===== config.mk =====
export PLATFORM = sky130hd
export DESIGN_NAME = worst_fit_partition_allocator
export DESIGN_NICKNAME = d
export VERILOG_FILES = /design/src/hdl/wfpa_pkg.sv /design/src/hdl/worst_fit_partition_allocator.sv /design/src/hdl/wfpa_ctrl.sv /design/src/hdl/wfpa_datapath.sv
export SDC_FILE = /design/constraint.sdc
export NUM_CORES = 1
export LEC_CHECK = 0
export BUFFER_PORTS_ARGS = -buffer_cell sky130_fd_sc_hd__buf_2
export CAP_MARGIN = 20
export CORE_UTILIZATION = 25
export CTS_CLUSTER_DIAMETER = 30
export DETAILED_ROUTE_END_ITERATION = 7
export SYNTH_ARGS = -nofsm -noshare
export SYNTH_HDL_FRONTEND = slang
export SYNTH_SLANG_ARGS = --single-unit
export TNS_END_PERCENT = 5

===== constraint.sdc =====
create_clock -name i_clk -period 19.2 [get_ports i_clk]
set_input_delay 3.84 -clock i_clk [delete_from_list [all_inputs] [get_ports i_clk]]
set_output_delay 3.84 -clock i_clk [all_outputs]
set_load 0.005 [all_outputs]

===== src/hdl/wfpa_pkg.sv =====
// ----------------------------------------------------------------------------
// Worst-fit partition allocator package
// Shared types and fixed widths for the allocator controller and datapath.
// ----------------------------------------------------------------------------
package wfpa_pkg;

    localparam int SIZE_W  = 16;
    localparam int ID_W    = 16;
    localparam int TOTAL_W = 20;
    localparam int FRAG_W  = 19;
    localparam int PIDX_W  = 3;
    localparam int STAT_W  = 4;

    localparam logic [TOTAL_W-1:0] TOTAL_RESET = 20'h80000;

    typedef enum logic [1:0] {
        CMD_DEFINE = 2'd0,
        CMD_INSERT = 2'd1,
        CMD_DELETE = 2'd2,
        CMD_UNUSED = 2'd3
    } t_cmd;

    typedef enum logic [STAT_W-1:0] {
        RES_PLACED     = 4'd0,
        RES_DUPLICATE  = 4'd1,
        RES_BOTH_FRAG  = 4'd2,
        RES_INT_FRAG   = 4'd3,
        RES_EXT_FRAG   = 4'd4,
        RES_NO_SPACE   = 4'd5,
        RES_REMOVED    = 4'd6,
        RES_NOT_FOUND  = 4'd7,
        RES_DEFINED    = 4'd8,
        RES_REJECTED   = 4'd9,
        RES_TABLE_FULL = 4'd10
    } t_result;

    typedef enum logic [1:0] {
        SLOT_FREE     = 2'd0,
        SLOT_OCC      = 2'd1,
        SLOT_UNUSABLE = 2'd2
    } t_slot_st;

    // One partition table entry as stored in the slot memory.
    typedef struct packed {
        t_slot_st          st;
        logic [SIZE_W-1:0] size;
        logic [ID_W-1:0]   owner;
        logic [SIZE_W-1:0] occ;
    } t_entry;

    // Commands from the controller to the datapath.
    typedef struct packed {
        logic load;
        logic rd_en;
        logic commit;
    } t_ctl;

    // Status from the datapath to the controller.
    typedef struct packed {
        t_cmd cmd;
        logic out_free;
    } t_sts;

endpackage


===== src/hdl/worst_fit_partition_allocator.sv =====
// ----------------------------------------------------------------------------
// Worst-fit partition allocator
// Fixed-partition memory allocator with worst-fit placement of processes.
// ----------------------------------------------------------------------------
//
//  Channel  | Direction | Handshake                  | Word
//  ---------+-----------+----------------------------+------------------------------
//  in       | input     | i_in_valid / o_in_stall    | command, proc_id, size_kb
//  out      | output    | o_out_valid / i_out_stall  | status, index, wasted, frag
//  cfg      | input     | i_cfg_valid / o_cfg_ready  | total_size
//
//  A define word goes from acceptance through dispatch straight to commit. An
//  insert or a delete scans the slot memory through its single read port, one
//  slot per cycle, and drains before it commits. A word with the unused command
//  code is taken and dropped. The next word is taken only once the block is
//  back in idle. Reset is synchronous and active low; the slot memory needs no
//  clearing pass because the defined-slot count marks which entries hold data.
//  A stalled result holds the commit of the next word.
//
module worst_fit_partition_allocator import wfpa_pkg::*; #(
    parameter int NUM_PARTITIONS = 8
) (
    input  logic               i_clk,
    input  logic               i_rst_n,
    input  logic               i_cfg_valid,
    output logic               o_cfg_ready,
    input  logic [TOTAL_W-1:0] i_cfg_total_size,
    input  logic               i_in_valid,
    output logic               o_in_stall,
    input  logic [1:0]         i_command,
    input  logic [ID_W-1:0]    i_proc_id,
    input  logic [SIZE_W-1:0]  i_size_kb,
    output logic               o_out_valid,
    input  logic               i_out_stall,
    output logic [STAT_W-1:0]  o_status,
    output logic [PIDX_W-1:0]  o_partition_index,
    output logic [TOTAL_W-1:0] o_wasted_space,
    output logic [FRAG_W-1:0]  o_internal_frag_total
);

    localparam int IDX_W = (NUM_PARTITIONS > 1) ? $clog2(NUM_PARTITIONS) : 1;

    t_ctl             w_ctl;
    t_sts             w_sts;
    logic [IDX_W-1:0] w_rd_addr;

    // The total size register can be written at any time the block is idle.
    assign o_cfg_ready = 1'b1;

    // The controller walks the state sequence and issues slot reads.
    wfpa_ctrl #(
        .NUM_PARTITIONS (NUM_PARTITIONS)
    ) u_ctrl (
        .i_clk      (i_clk),
        .i_rst_n    (i_rst_n),
        .i_in_valid (i_in_valid),
        .o_in_stall (o_in_stall),
        .i_sts      (w_sts),
        .o_ctl      (w_ctl),
        .o_rd_addr  (w_rd_addr)
    );

    // The datapath owns the slot table, the running totals and the result.
    wfpa_datapath #(
        .NUM_PARTITIONS (NUM_PARTITIONS)
    ) u_datapath (
        .i_clk                 (i_clk),
        .i_rst_n               (i_rst_n),
        .i_ctl                 (w_ctl),
        .i_rd_addr             (w_rd_addr),
        .o_sts                 (w_sts),
        .i_cfg_valid           (i_cfg_valid),
        .i_cfg_total_size      (i_cfg_total_size),
        .i_command             (i_command),
        .i_proc_id             (i_proc_id),
        .i_size_kb             (i_size_kb),
        .o_out_valid           (o_out_valid),
        .i_out_stall           (i_out_stall),
        .o_status              (o_status),
        .o_partition_index     (o_partition_index),
        .o_wasted_space        (o_wasted_space),
        .o_internal_frag_total (o_internal_frag_total)
    );

    // A commit must never overwrite a result that is still waiting.
    a_commit_safe: assert property (@(posedge i_clk) disable iff (!i_rst_n)
        w_ctl.commit |-> !(o_out_valid && i_out_stall))
        else $error("commit while result word is stalled");

    // Every commit presents a result word in the following cycle.
    a_commit_result: assert property (@(posedge i_clk) disable iff (!i_rst_n)
        w_ctl.commit |=> o_out_valid)
        else $error("commit without result word");

    // Slot reads only happen while an accepted word is being processed.
    a_scan_busy: assert property (@(posedge i_clk) disable iff (!i_rst_n)
        w_ctl.rd_en |-> o_in_stall)
        else $error("slot scan while input channel open");

    // A full table or a failed lookup reports slot zero.
    a_index_zero: assert property (@(posedge i_clk) disable iff (!i_rst_n)
        (o_out_valid && (o_status == RES_TABLE_FULL || o_status == RES_NOT_FOUND))
        |-> (o_partition_index == '0))
        else $error("nonzero index on a failed word");

endmodule


===== src/hdl/wfpa_ctrl.sv =====
// ----------------------------------------------------------------------------
// Worst-fit partition allocator controller
// Sequences one word: dispatch, scan and drain (insert/delete), commit.
// ----------------------------------------------------------------------------
module wfpa_ctrl import wfpa_pkg::*; #(
    parameter int NUM_PARTITIONS = 8,
    localparam int IDX_W = (NUM_PARTITIONS > 1) ? $clog2(NUM_PARTITIONS) : 1
) (
    input  logic             i_clk,
    input  logic             i_rst_n,
    input  logic             i_in_valid,
    output logic             o_in_stall,
    input  t_sts             i_sts,
    output t_ctl             o_ctl,
    output logic [IDX_W-1:0] o_rd_addr
);

    typedef enum logic [2:0] {
        S_IDLE,
        S_DISPATCH,
        S_SCAN,
        S_DRAIN,
        S_COMMIT
    } t_state;

    localparam logic [IDX_W-1:0] LAST_IDX = IDX_W'(NUM_PARTITIONS - 1);

    t_state           r_state;
    logic [IDX_W-1:0] r_idx;

    always_ff @(posedge i_clk) begin
        if (!i_rst_n) begin
            r_state <= S_IDLE;
            r_idx   <= '0;
        end else begin
            case (r_state)
                S_IDLE: begin
                    r_idx <= '0;
                    if (i_in_valid) begin
                        r_state <= S_DISPATCH;
                    end
                end
                S_DISPATCH: begin
                    case (i_sts.cmd)
                        CMD_DEFINE: r_state <= S_COMMIT;
                        CMD_INSERT: r_state <= S_SCAN;
                        CMD_DELETE: r_state <= S_SCAN;
                        default:    r_state <= S_IDLE;
                    endcase
                end
                S_SCAN: begin
                    if (r_idx == LAST_IDX) begin
                        r_idx   <= '0;
                        r_state <= S_DRAIN;
                    end else begin
                        r_idx <= r_idx + 1'b1;
                    end
                end
                S_DRAIN: begin
                    r_state <= S_COMMIT;
                end
                S_COMMIT: begin
                    if (i_sts.out_free) begin
                        r_state <= S_IDLE;
                    end
                end
                default: begin
                    r_state <= S_IDLE;
                end
            endcase
        end
    end

    assign o_in_stall   = (r_state != S_IDLE);
    assign o_ctl.load   = (r_state == S_IDLE) && i_in_valid;
    assign o_ctl.rd_en  = (r_state == S_SCAN);
    assign o_ctl.commit = (r_state == S_COMMIT) && i_sts.out_free;
    assign o_rd_addr    = r_idx;

endmodule


===== src/hdl/wfpa_datapath.sv =====
// ----------------------------------------------------------------------------
// Worst-fit partition allocator datapath
// Slot memory, scan accumulators, allocation bookkeeping and result register.
// ----------------------------------------------------------------------------
module wfpa_datapath import wfpa_pkg::*; #(
    parameter int NUM_PARTITIONS = 8,
    localparam int IDX_W = (NUM_PARTITIONS > 1) ? $clog2(NUM_PARTITIONS) : 1,
    localparam int CNT_W = $clog2(NUM_PARTITIONS + 1),
    localparam int SUM_W = SIZE_W + $clog2(NUM_PARTITIONS)
) (
    input  logic               i_clk,
    input  logic               i_rst_n,
    input  t_ctl               i_ctl,
    input  logic [IDX_W-1:0]   i_rd_addr,
    output t_sts               o_sts,
    input  logic               i_cfg_valid,
    input  logic [TOTAL_W-1:0] i_cfg_total_size,
    input  logic [1:0]         i_command,
    input  logic [ID_W-1:0]    i_proc_id,
    input  logic [SIZE_W-1:0]  i_size_kb,
    output logic               o_out_valid,
    input  logic               i_out_stall,
    output logic [STAT_W-1:0]  o_status,
    output logic [PIDX_W-1:0]  o_partition_index,
    output logic [TOTAL_W-1:0] o_wasted_space,
    output logic [FRAG_W-1:0]  o_internal_frag_total
);

    localparam logic [CNT_W-1:0] FULL_CNT = CNT_W'(NUM_PARTITIONS);

    // Slot table. Entries at or above the defined count are never read as data.
    t_entry r_mem [NUM_PARTITIONS];
    t_entry r_rd_word;

    logic               r_eval;
    logic [IDX_W-1:0]   r_eval_idx;

    logic [TOTAL_W-1:0] r_total;
    logic [TOTAL_W-1:0] r_used, n_used;
    logic [CNT_W-1:0]   r_defined, n_defined;
    logic [FRAG_W-1:0]  r_frag, n_frag;

    t_cmd               r_cmd;
    logic [ID_W-1:0]    r_id;
    logic [SIZE_W-1:0]  r_sz;

    logic               r_dup_hit, n_dup_hit;
    logic [IDX_W-1:0]   r_dup_idx, n_dup_idx;
    logic [SIZE_W-1:0]  r_dup_size, n_dup_size;
    logic [SIZE_W-1:0]  r_dup_slack, n_dup_slack;
    logic               r_fit_hit, n_fit_hit;
    logic [IDX_W-1:0]   r_fit_idx, n_fit_idx;
    logic [SIZE_W-1:0]  r_fit_size, n_fit_size;
    logic [SIZE_W-1:0]  r_max_slack, n_max_slack;
    logic [SUM_W-1:0]   r_sum, n_sum;

    logic               r_out_valid;
    t_result            r_status, n_status;
    logic [PIDX_W-1:0]  r_pidx, n_pidx;
    logic [TOTAL_W-1:0] r_wasted, n_wasted;
    logic [FRAG_W-1:0]  r_frag_out;

    logic               w_wr_en;
    logic [IDX_W-1:0]   w_wr_addr;
    t_entry             w_wr_word;
    logic               w_out_free;

    assign w_out_free = !r_out_valid || !i_out_stall;

    // Memory: one write and one registered read port.
    always_ff @(posedge i_clk) begin
        if (w_wr_en) begin
            r_mem[w_wr_addr] <= w_wr_word;
        end
        if (i_ctl.rd_en) begin
            r_rd_word <= r_mem[i_rd_addr];
        end
    end

    // Scan accumulators, updated one slot per cycle behind the read.
    always_comb begin
        t_slot_st          v_st;
        logic [SIZE_W-1:0] v_slack;
        v_st    = (CNT_W'(r_eval_idx) < r_defined) ? r_rd_word.st : SLOT_UNUSABLE;
        v_slack = r_rd_word.size - r_rd_word.occ;

        n_dup_hit   = r_dup_hit;
        n_dup_idx   = r_dup_idx;
        n_dup_size  = r_dup_size;
        n_dup_slack = r_dup_slack;
        n_fit_hit   = r_fit_hit;
        n_fit_idx   = r_fit_idx;
        n_fit_size  = r_fit_size;
        n_max_slack = r_max_slack;
        n_sum       = r_sum;

        if (i_ctl.load) begin
            n_dup_hit   = 1'b0;
            n_fit_hit   = 1'b0;
            n_max_slack = '0;
            n_sum       = '0;
        end else if (r_eval) begin
            case (v_st)
                SLOT_OCC: begin
                    if (!r_dup_hit && r_rd_word.owner == r_id) begin
                        n_dup_hit   = 1'b1;
                        n_dup_idx   = r_eval_idx;
                        n_dup_size  = r_rd_word.size;
                        n_dup_slack = v_slack;
                    end
                    if (v_slack > r_max_slack) begin
                        n_max_slack = v_slack;
                    end
                    n_sum = r_sum + SUM_W'(v_slack);
                end
                SLOT_FREE: begin
                    if (!r_fit_hit && r_rd_word.size >= r_sz) begin
                        n_fit_hit  = 1'b1;
                        n_fit_idx  = r_eval_idx;
                        n_fit_size = r_rd_word.size;
                    end else if (r_fit_hit && r_fit_size < r_rd_word.size) begin
                        n_fit_idx  = r_eval_idx;
                        n_fit_size = r_rd_word.size;
                    end else begin
                        n_sum = r_sum + SUM_W'(r_rd_word.size);
                    end
                end
                default: begin
                end
            endcase
        end
    end

    // Commit: table update, bookkeeping and the result word.
    always_comb begin
        logic [TOTAL_W:0] v_used_sum;
        v_used_sum = {1'b0, r_used} + (TOTAL_W + 1)'(r_sz);

        n_used    = r_used;
        n_defined = r_defined;
        n_frag    = r_frag;
        n_status  = RES_NOT_FOUND;
        n_pidx    = '0;
        w_wr_en   = 1'b0;
        w_wr_addr = IDX_W'(r_defined);
        w_wr_word = '{st: SLOT_FREE, size: r_sz, owner: '0, occ: '0};

        case (r_cmd)
            CMD_DEFINE: begin
                if (r_defined == FULL_CNT) begin
                    n_status = RES_TABLE_FULL;
                end else begin
                    n_defined = r_defined + 1'b1;
                    w_wr_en   = i_ctl.commit;
                    n_pidx    = PIDX_W'(r_defined);
                    if (v_used_sum > {1'b0, r_total}) begin
                        w_wr_word = '{st: SLOT_UNUSABLE, size: '0, owner: '0, occ: '0};
                        n_status  = RES_REJECTED;
                    end else begin
                        n_used   = v_used_sum[TOTAL_W-1:0];
                        n_status = RES_DEFINED;
                    end
                end
            end
            CMD_INSERT: begin
                if (r_dup_hit) begin
                    n_status = RES_DUPLICATE;
                    n_pidx   = PIDX_W'(r_dup_idx);
                end else if (r_fit_hit) begin
                    w_wr_en   = i_ctl.commit;
                    w_wr_addr = r_fit_idx;
                    w_wr_word = '{st: SLOT_OCC, size: r_fit_size, owner: r_id, occ: r_sz};
                    n_frag    = r_frag + FRAG_W'(r_fit_size - r_sz);
                    n_status  = RES_PLACED;
                    n_pidx    = PIDX_W'(r_fit_idx);
                end else if (SUM_W'(r_max_slack) >= SUM_W'(r_sz)
                             && r_sum >= SUM_W'(r_sz)) begin
                    n_status = RES_BOTH_FRAG;
                end else if (r_max_slack >= r_sz) begin
                    n_status = RES_INT_FRAG;
                end else if (r_sum >= SUM_W'(r_sz)) begin
                    n_status = RES_EXT_FRAG;
                end else begin
                    n_status = RES_NO_SPACE;
                end
            end
            CMD_DELETE: begin
                if (r_dup_hit) begin
                    w_wr_en   = i_ctl.commit;
                    w_wr_addr = r_dup_idx;
                    w_wr_word = '{st: SLOT_FREE, size: r_dup_size, owner: '0, occ: '0};
                    n_frag    = r_frag - FRAG_W'(r_dup_slack);
                    n_status  = RES_REMOVED;
                    n_pidx    = PIDX_W'(r_dup_idx);
                end
            end
            default: begin
            end
        endcase

        n_wasted = (r_total > n_used) ? (r_total - n_used) : '0;
    end

    always_ff @(posedge i_clk) begin
        if (!i_rst_n) begin
            r_total     <= TOTAL_RESET;
            r_used      <= '0;
            r_defined   <= '0;
            r_frag      <= '0;
            r_eval      <= 1'b0;
            r_out_valid <= 1'b0;
        end else begin
            if (i_cfg_valid) begin
                r_total <= i_cfg_total_size;
            end
            r_eval <= i_ctl.rd_en;
            if (i_ctl.commit) begin
                r_used      <= n_used;
                r_defined   <= n_defined;
                r_frag      <= n_frag;
                r_out_valid <= 1'b1;
            end else if (!i_out_stall) begin
                r_out_valid <= 1'b0;
            end
        end
    end

    always_ff @(posedge i_clk) begin
        r_eval_idx  <= i_rd_addr;
        r_dup_hit   <= n_dup_hit;
        r_dup_idx   <= n_dup_idx;
        r_dup_size  <= n_dup_size;
        r_dup_slack <= n_dup_slack;
        r_fit_hit   <= n_fit_hit;
        r_fit_idx   <= n_fit_idx;
        r_fit_size  <= n_fit_size;
        r_max_slack <= n_max_slack;
        r_sum       <= n_sum;
        if (i_ctl.load) begin
            r_cmd <= t_cmd'(i_command);
            r_id  <= i_proc_id;
            r_sz  <= i_size_kb;
        end
        if (i_ctl.commit) begin
            r_status   <= n_status;
            r_pidx     <= n_pidx;
            r_wasted   <= n_wasted;
            r_frag_out <= n_frag;
        end
    end

    assign o_sts.cmd             = r_cmd;
    assign o_sts.out_free        = w_out_free;
    assign o_out_valid           = r_out_valid;
    assign o_status              = r_status;
    assign o_partition_index     = r_pidx;
    assign o_wasted_space        = r_wasted;
    assign o_internal_frag_total = r_frag_out;

endmodule


==> results of run 1 <==
## state kept, by name, indices dropped and copies added (netlist names), 4 cells and up
register / flops
u_datapath.r_rd_word: 50
u_datapath.r_total: 20
u_datapath.r_dup_slack: 16
u_datapath.r_defined: 4
u_datapath.r_sum: 19
u_datapath.r_fit_size: 16
u_datapath.o_internal_frag_total: 19
u_datapath.r_frag: 19
u_datapath.r_max_slack: 16
u_datapath.o_wasted_space: 20
u_datapath.r_dup_size: 16
u_datapath.r_used: 20
u_datapath.r_mem: 400
u_datapath.r_id: 16
u_datapath.r_sz: 16
u_datapath.o_status: 4
## stage by stage
step                      utilization [%]  area (um2)  setup WS [ps]  power (W)  hold slack, ps
after floorplan                         -       34900          12000    0.00189             354
after global placement               27.3       37700          11820    0.00199             482
after detailed placement             27.3       37700          11750    0.00199             495
after CTS                            30.3       41800          11660    0.00414             501
after global routing                 30.3       41800          10920    0.00423             523
final                                30.3       41800          11700    0.00410             510
## final timing paths
check	endpoint	slack, ps	cells after the start
setup reg to reg	u_datapath.o_wasted_space[17]	11700	32
setup / recovery	u_datapath.o_wasted_space[17]	11700	32
hold / removal	u_datapath.o_out_valid	510	2
hold reg to reg	u_datapath.o_out_valid	510	2
## layout by cell type (no fill, tap or decap), drive strengths merged, types with 9 or more instances in the layout
cell type  Yosys  routed
edfxtp       584     584
ha           226     226
inv          161     178
nor2         172     172
a21oi        156     156
buf           32     136
nand2        132     132
clkbuf        60     120
dfxtp        111     111
mux4         100     100
o21ai         87      87
mux2          67      67
xnor2         66      66
mux2i         65      65
a21o          63      63
nor3          56      56
nand3         50      50
xor2          46      46
clkinv         1      37
and2          33      33
nand2b        26      26
nor2b         22      22
or3           22      22
a22oi         21      21
bufinv         0      21
o21a          19      19
and3          19      19
nand4         19      19
a211oi        19      19
o221ai        16      16
o211ai        14      14
a22o          13      13
a31oi         13      13
o31ai         12      12
o21bai        11      11
clkinvlp       0       9
## cells by family after synthesis
logic type      after synthesis  synth area share, %
compound gates              529                 10.6
xor+xnor                    112                 2.81
fa+ha+maj                   233                 8.51
buf+inv                     254                 2.80
flops                       695                 56.6
mux                         232                 10.5
other cells                   1               0.0107
simple gates                588                 8.19
## worst min-delay path: stages (launching register included)
cell     delay [ps]
dfxtp_1         300
nand2_1          90
a21oi_1          70
## per-layer routing
layer | vias up | GRT usage, % | share of wire, %
li1 | 10451 | - | -
met1 | 11272 | 19.0 | 47
met2 | 762 | 20.0 | 44
met3 | 145 | 2.47 | 6.9
met4 | 2 | 3.61 | 2.1
met5 | - | 0 | 0.015
## power by group through the flow
stage                     Sequential, W  Combinational (W)  Clock, W
final                           0.00167           0.000293   0.00214
after global routing            0.00167           0.000322   0.00223
after CTS                       0.00167           0.000291   0.00217
after detailed placement        0.00170           0.000289         0
after global placement          0.00170           0.000286         0
after floorplan                 0.00169           0.000203         0
## final cells by class
cell class | count | area (um2) | share of cell area [%]
Clock buffer | 120 | 2830 | 6.78
Clock inverter | 83 | 1220 | 2.93
Inverter | 162 | 609 | 1.46
Multi-Input combinational cell | 1695 | 14200 | 34.1
Sequential cell | 695 | 19800 | 47.3
Tap cell | 1863 | 2330 | 5.58
Timing Repair Buffer | 136 | 763 | 1.83
==> run_results.csv, run 1 <==
group,metric,value,unit
logic_synthesis,yosysMostFrequentCell,"edfxtp_1",
detailed_routing,vias,22632,
place,dpl.hpwl,62400,um
clock_network,clkLatencyLatePin,710,ps
clock_network,post-cts-setup-buffers,0,
clock_network,cts_resized,0,
clock_network,cts_made_buffers,108,
logic_synthesis,synth.distinct_cells,96,
global_routing,grt_max_degree,61,
sta,finalSetupTns,0,ps
logic_synthesis,ys_seq_area_share,56.6,%
floorplanning,core-area,0.138,mm2
place,post-place-cells,4551,
layout,drive_gt1_share,19.5,%
logic_synthesis,syn_area,0.0349,mm2
logic_synthesis,synth_seq_cells,695,
pwr,switching_power,0.000974,W
worst_setup_path,path_common_cell,"ha_1",
sta,relSlewSlack,22.3,%
sta,tightest_slew,1170,ps
pwr,power_frac_comb,7.2,%
logic_synthesis,avgSynthCellArea,13.2,um2
clock_network,cts.clk_slew.worst_paths,60,ps
worst_setup_path,cpPeakStageDelay,580,ps
floorplanning,pin_count,108,
pwr,peakVddDrop,0.0805,mV
detailed_routing,drc_errors,0,
layout,nFillCells,13791,
global_routing,overflow,0,
clock_network,cts_tree,"done",
floorplanning,dieArea,0.141,mm2
logic_synthesis,yosysTopAreaCellShare,50.3,%
global_routing,track_usage,13.2,%
pwr,pwr-share-clk,52.1,%
worst_setup_path,critPathCaptureType,"flip-flop",
detailed_routing,drtPass1Iterations,5,
pwr,p_leak,15.7,nW
clock_network,clock-sinks,695,
detailed_routing,routedWlPerCell,20.0,um
logic_synthesis,synth.top_cells.by_area,"edfxtp_1 50%, ha_1 8.1%, mux4_2 6.5%",
logic_synthesis,synthFlopType,"edfxtp_1",
worst_setup_path,critPathLaunch,"u_datapath.r_sz[0]",
global_routing,grt_pass1_vias,21782,
worst_setup_path,cp_num_buf_inv,2,
sta,period_needed,7500,ps
logic_synthesis,ys_warn_count,0,
clock_network,ctsHoldBuffers,0,
worst_hold_path,hold_path.class,"reg -> reg",
floorplanning,die_w,376,um
clock_network,htreeDepth,3,
detailed_routing,drt-initial-drc-count,2010,
worst_setup_path,crit-reg2reg-launch,"u_datapath.r_sz[0]",
pwr,p_int,0.00313,W
worst_setup_path,slowest_stage,"edfxtp_1",
sta,hold_viol,0,
detailed_routing,drtAntennaViolNets,0,
sta,fin_skew,56.0,ps
detailed_routing,via_per_inst,4.76,
worst_setup_path,cp_max_fo,19,
worst_setup_path,worstPathArrival,7880,ps
logic_synthesis,async_flop_share,0,%
global_routing,grt_pass1_wl,140000,um
sta,setup_viol,0,
logic_synthesis,synth_edf_count,584,
pwr,switching_share,23.8,%
logic_synthesis,synth_top_area_cell,"edfxtp_1",
layout,finalNetCount,3090,
pwr,power.density,98.2,mW/mm2
floorplanning,start_util,25.3,%
layout,num_antenna_cells,0,
floorplanning,rows,136,
flow_run,cap_violations,0,
worst_setup_path,startpoint_type,"flip-flop",
logic_synthesis,synth_nets,2936,
worst_setup_path,setup.worst_path.class,"reg -> reg",
detailed_routing,drt_wl_total,94900,um
logic_synthesis,synthTopCellsByCount,"584 x edfxtp_1, 226 x ha_1, 172 x nor2_1, 161 x inv_1, 147 x a21oi_1",
worst_setup_path,crit_family,"simple AND/OR/NAND/NOR gates",
global_routing,antenna_found_initial,4,
layout,finalNonFillerCells,4754,
clock_network,cts-root-buf,"clkbuf_16",
logic_synthesis,syn_inst,2644,
clock_network,clockBufferDepth,3,
worst_hold_path,hp-start,"u_datapath.o_out_valid",
sta,rsz0062_at_grt,"no",
pwr,p_seq_share,40.8,%
sta,fin_crit_sh,39.1,%
place,gp_congestion,0.895,
outcome,outcome,"completed",
place,io_buffers,106,
sta,drv_slew,0,
layout,syn2layout_area_growth,19.7,%
floorplanning,chipHeight,376,um
sta,fmax,0.133,GHz
worst_setup_path,required,19580,ps
(Power assumes the default switching activity.)
==> run 2, diff against run 1 <==
clock period = 6.9 ns   (was 19.2 ns; I/O delays follow)
==> run_results.csv, run 2 (same netlist as run 1, synthesis figures left out) <==
group,metric,value,unit
outcome,outcome,"completed",
place,gp_congestion,0.914,
layout,syn2layout_area_growth,20.0,%
sta,fin_crit_sh,94.6,%
worst_setup_path,worstPathArrival,6950,ps
layout,largestRegisters,"u_datapath.r_mem x400, u_datapath.r_rd_word x50",
worst_setup_path,crit-reg2reg-launch,"u_datapath.r_sz[0]",
global_routing,grt_max_degree,98,
sta,hold_viol,0,
worst_setup_path,required,7320,ps
global_routing,overflow,0,
sta,drv_slew,0,
place,postPlaceCellArea,0.0378,mm2
detailed_routing,drtAntennaViolNets,0,
worst_setup_path,cpPeakStageDelay,510,ps
clock_network,cts_made_buffers,110,
pwr,power,0.0112,W
worst_setup_path,cp_num_buf_inv,2,
detailed_routing,via_per_inst,4.75,
worst_setup_path,startpoint_type,"flip-flop",
layout,layout_commonest_cell,"edfxtp_1",
floorplanning,rows,136,
worst_setup_path,cp_max_fo,15,
layout,final_cell_mix,"584 x edfxtp_1, 225 x ha_1, 162 x nor2_1",
sta,setup_viol,0,
worst_setup_path,crit_family,"compound AO/OA/AOI/OAI gates",
floorplanning,dieArea,0.141,mm2
pwr,power.density,268,mW/mm2
clock_network,clkLatencyLatePin,730,ps
worst_setup_path,setup.worst_path.class,"reg -> reg",
worst_setup_path,r2r_cells,30,
layout,finalNonFillerCells,4779,
clock_network,htreeDepth,3,
clock_network,clockBufferDepth,3,
flow_run,cap_violations,0,
worst_setup_path,reg2reg_to,"u_datapath.o_wasted_space[19]",
global_routing,antenna_found_initial,5,
worst_setup_path,critPathCapture,"u_datapath.o_wasted_space[19]",
detailed_routing,vias,22679,
floorplanning,core-area,0.138,mm2
detailed_routing,drc_errors,0,
clock_network,cts_tree,"done",
detailed_routing,drt_wl_total,95300,um
place,io_buffers,106,
global_routing,grt_pass1_vias,22491,
sta,period_needed,6530,ps
clock_network,cts-root-buf,"clkbuf_16",
layout,max_flop_register,"u_datapath.r_mem",
sta,tightest_slew,1140,ps
sta,finalSetupTns,0,ps
floorplanning,chipHeight,376,um
floorplanning,die_w,376,um
detailed_routing,drt-initial-drc-count,1977,
sta,relSlewSlack,23.8,%
clock_network,clock-sinks,695,
pwr,peakVddDrop,0.217,mV
detailed_routing,routedWlPerCell,19.9,um
place,post-place-cells,4564,
worst_hold_path,hold_path.class,"reg -> reg",
pwr,p_leak,15.7,nW
sta,fin_skew,94.6,ps
worst_setup_path,r2r_setup_slack,370,ps
floorplanning,start_util,25.3,%
layout,largest_register_ffs,400,
sta,fmax,0.153,GHz
layout,finalNetCount,3110,
layout,fin_area,0.0419,mm2
layout,final_util,30.3,%
floorplanning,pin_count,108,
global_routing,track_usage,13.2,%
worst_setup_path,slowest_stage,"fa_1",
global_routing,grt_pass1_wl,141000,um
layout,num_antenna_cells,0,
layout,drive_gt1_share,20.5,%
detailed_routing,drtPass1Iterations,5,
worst_setup_path,critPathLaunch,"u_datapath.r_sz[0]",
clock_network,cts.clk_slew.worst_paths,50,ps
place,dpl.hpwl,63100,um
worst_setup_path,critPathCaptureType,"flip-flop",
worst_setup_path,cp.depth,30,
[run 2: changes by cell type in the layout (fill, tap and decap cells not counted), moves of 3 or more]
| cell | change |
|---|---|
| clkinv_2 | +5 |
| bufinv_16 | -8 |
| clkinvlp_4 | +5 |
| buf_4 | +14 |
| clkinv_4 | -5 |
| inv_6 | +13 |
| clkinv_8 | -3 |
[run 2: power by group]
part / internal [W] / leakage (nW) / switching (W)
combinational: 0.000308 / 7.15 / 0.000527
sequential: 0.00459 / 6.72 / 0.0000512
clock: 0.00352 / 1.88 / 0.00222
[run 2: per-stage QoR]
stage                     hold WS [ps]  setup slack (ps)
after global routing               473             -56.7
after floorplan                    354               392
after global placement             462               271
after detailed placement           461               249
after CTS                          465               216
final                              461               372
[run 2: worst min-delay path by stage]
stage | from | endpoint | slack (ps) | cells past startpoint
2_1_floorplan | u_ctrl.o_rd_addr[2] | u_datapath.r_eval_idx[2] | 350 | 0
3_3_place_gp | u_datapath.r_eval_idx[2] | u_datapath.r_dup_idx[2] | 460 | 0
3_5_place_dp | u_datapath.r_eval_idx[2] | u_datapath.r_fit_idx[2] | 460 | 0
4_1_cts | u_ctrl.o_rd_addr[0] | u_datapath.r_eval_idx[0] | 470 | 0
5_1_grt | u_ctrl.o_rd_addr[0] | u_datapath.r_eval_idx[0] | 470 | 0
6_report | u_ctrl.o_rd_addr[0] | u_datapath.r_eval_idx[0] | 460 | 0
[run 2: what timing repair did]
action / 4_1_cts / 5_1_grt
hold buffers: 0 / 0
endpoints found under the hold margin: 0 / 0
gates resized for setup: 0 / 10
endpoints found under the setup margin: 0 / 19
buffers inserted: 0 / 3
[run 2: per-layer routing]
metal  vias up  track usage (%)  share of wire (%)  routed length, um
met5         -                0              0.014                 13
met4         2             4.44                3.0               2830
met3       170             3.08                7.4               7090
met2       789             20.3                 44              42200
met1     11214             18.2                 45              43100
li1      10504                -                  -                  -
[run 2: cell type report]
cell class / instances / area [um2]
Sequential cell: 695 / 19800
Inverter: 162 / 609
Fill cell: 13788 / 96100
Multi-Input combinational cell: 1695 / 14300
Timing Repair Buffer: 154 / 941
Tap cell: 1863 / 2330
Clock inverter: 94 / 1140
Clock buffer: 116 / 2800
[run 2: worst register-to-register path, delay by kind of cell, from the launching register on]
| family | cells | cell delay (ps) |
|---|---|---|
| buffers and inverters | 2 | 310 |
| AND/OR/NAND/NOR | 9 | 1580 |
| XOR/XNOR | 1 | 190 |
| adder cells (fa/ha/maj) | 4 | 1340 |
| flip-flops | 1 | 350 |
| AO/OA/AOI/OAI | 13 | 2380 |
| multiplexers | 1 | 160 |
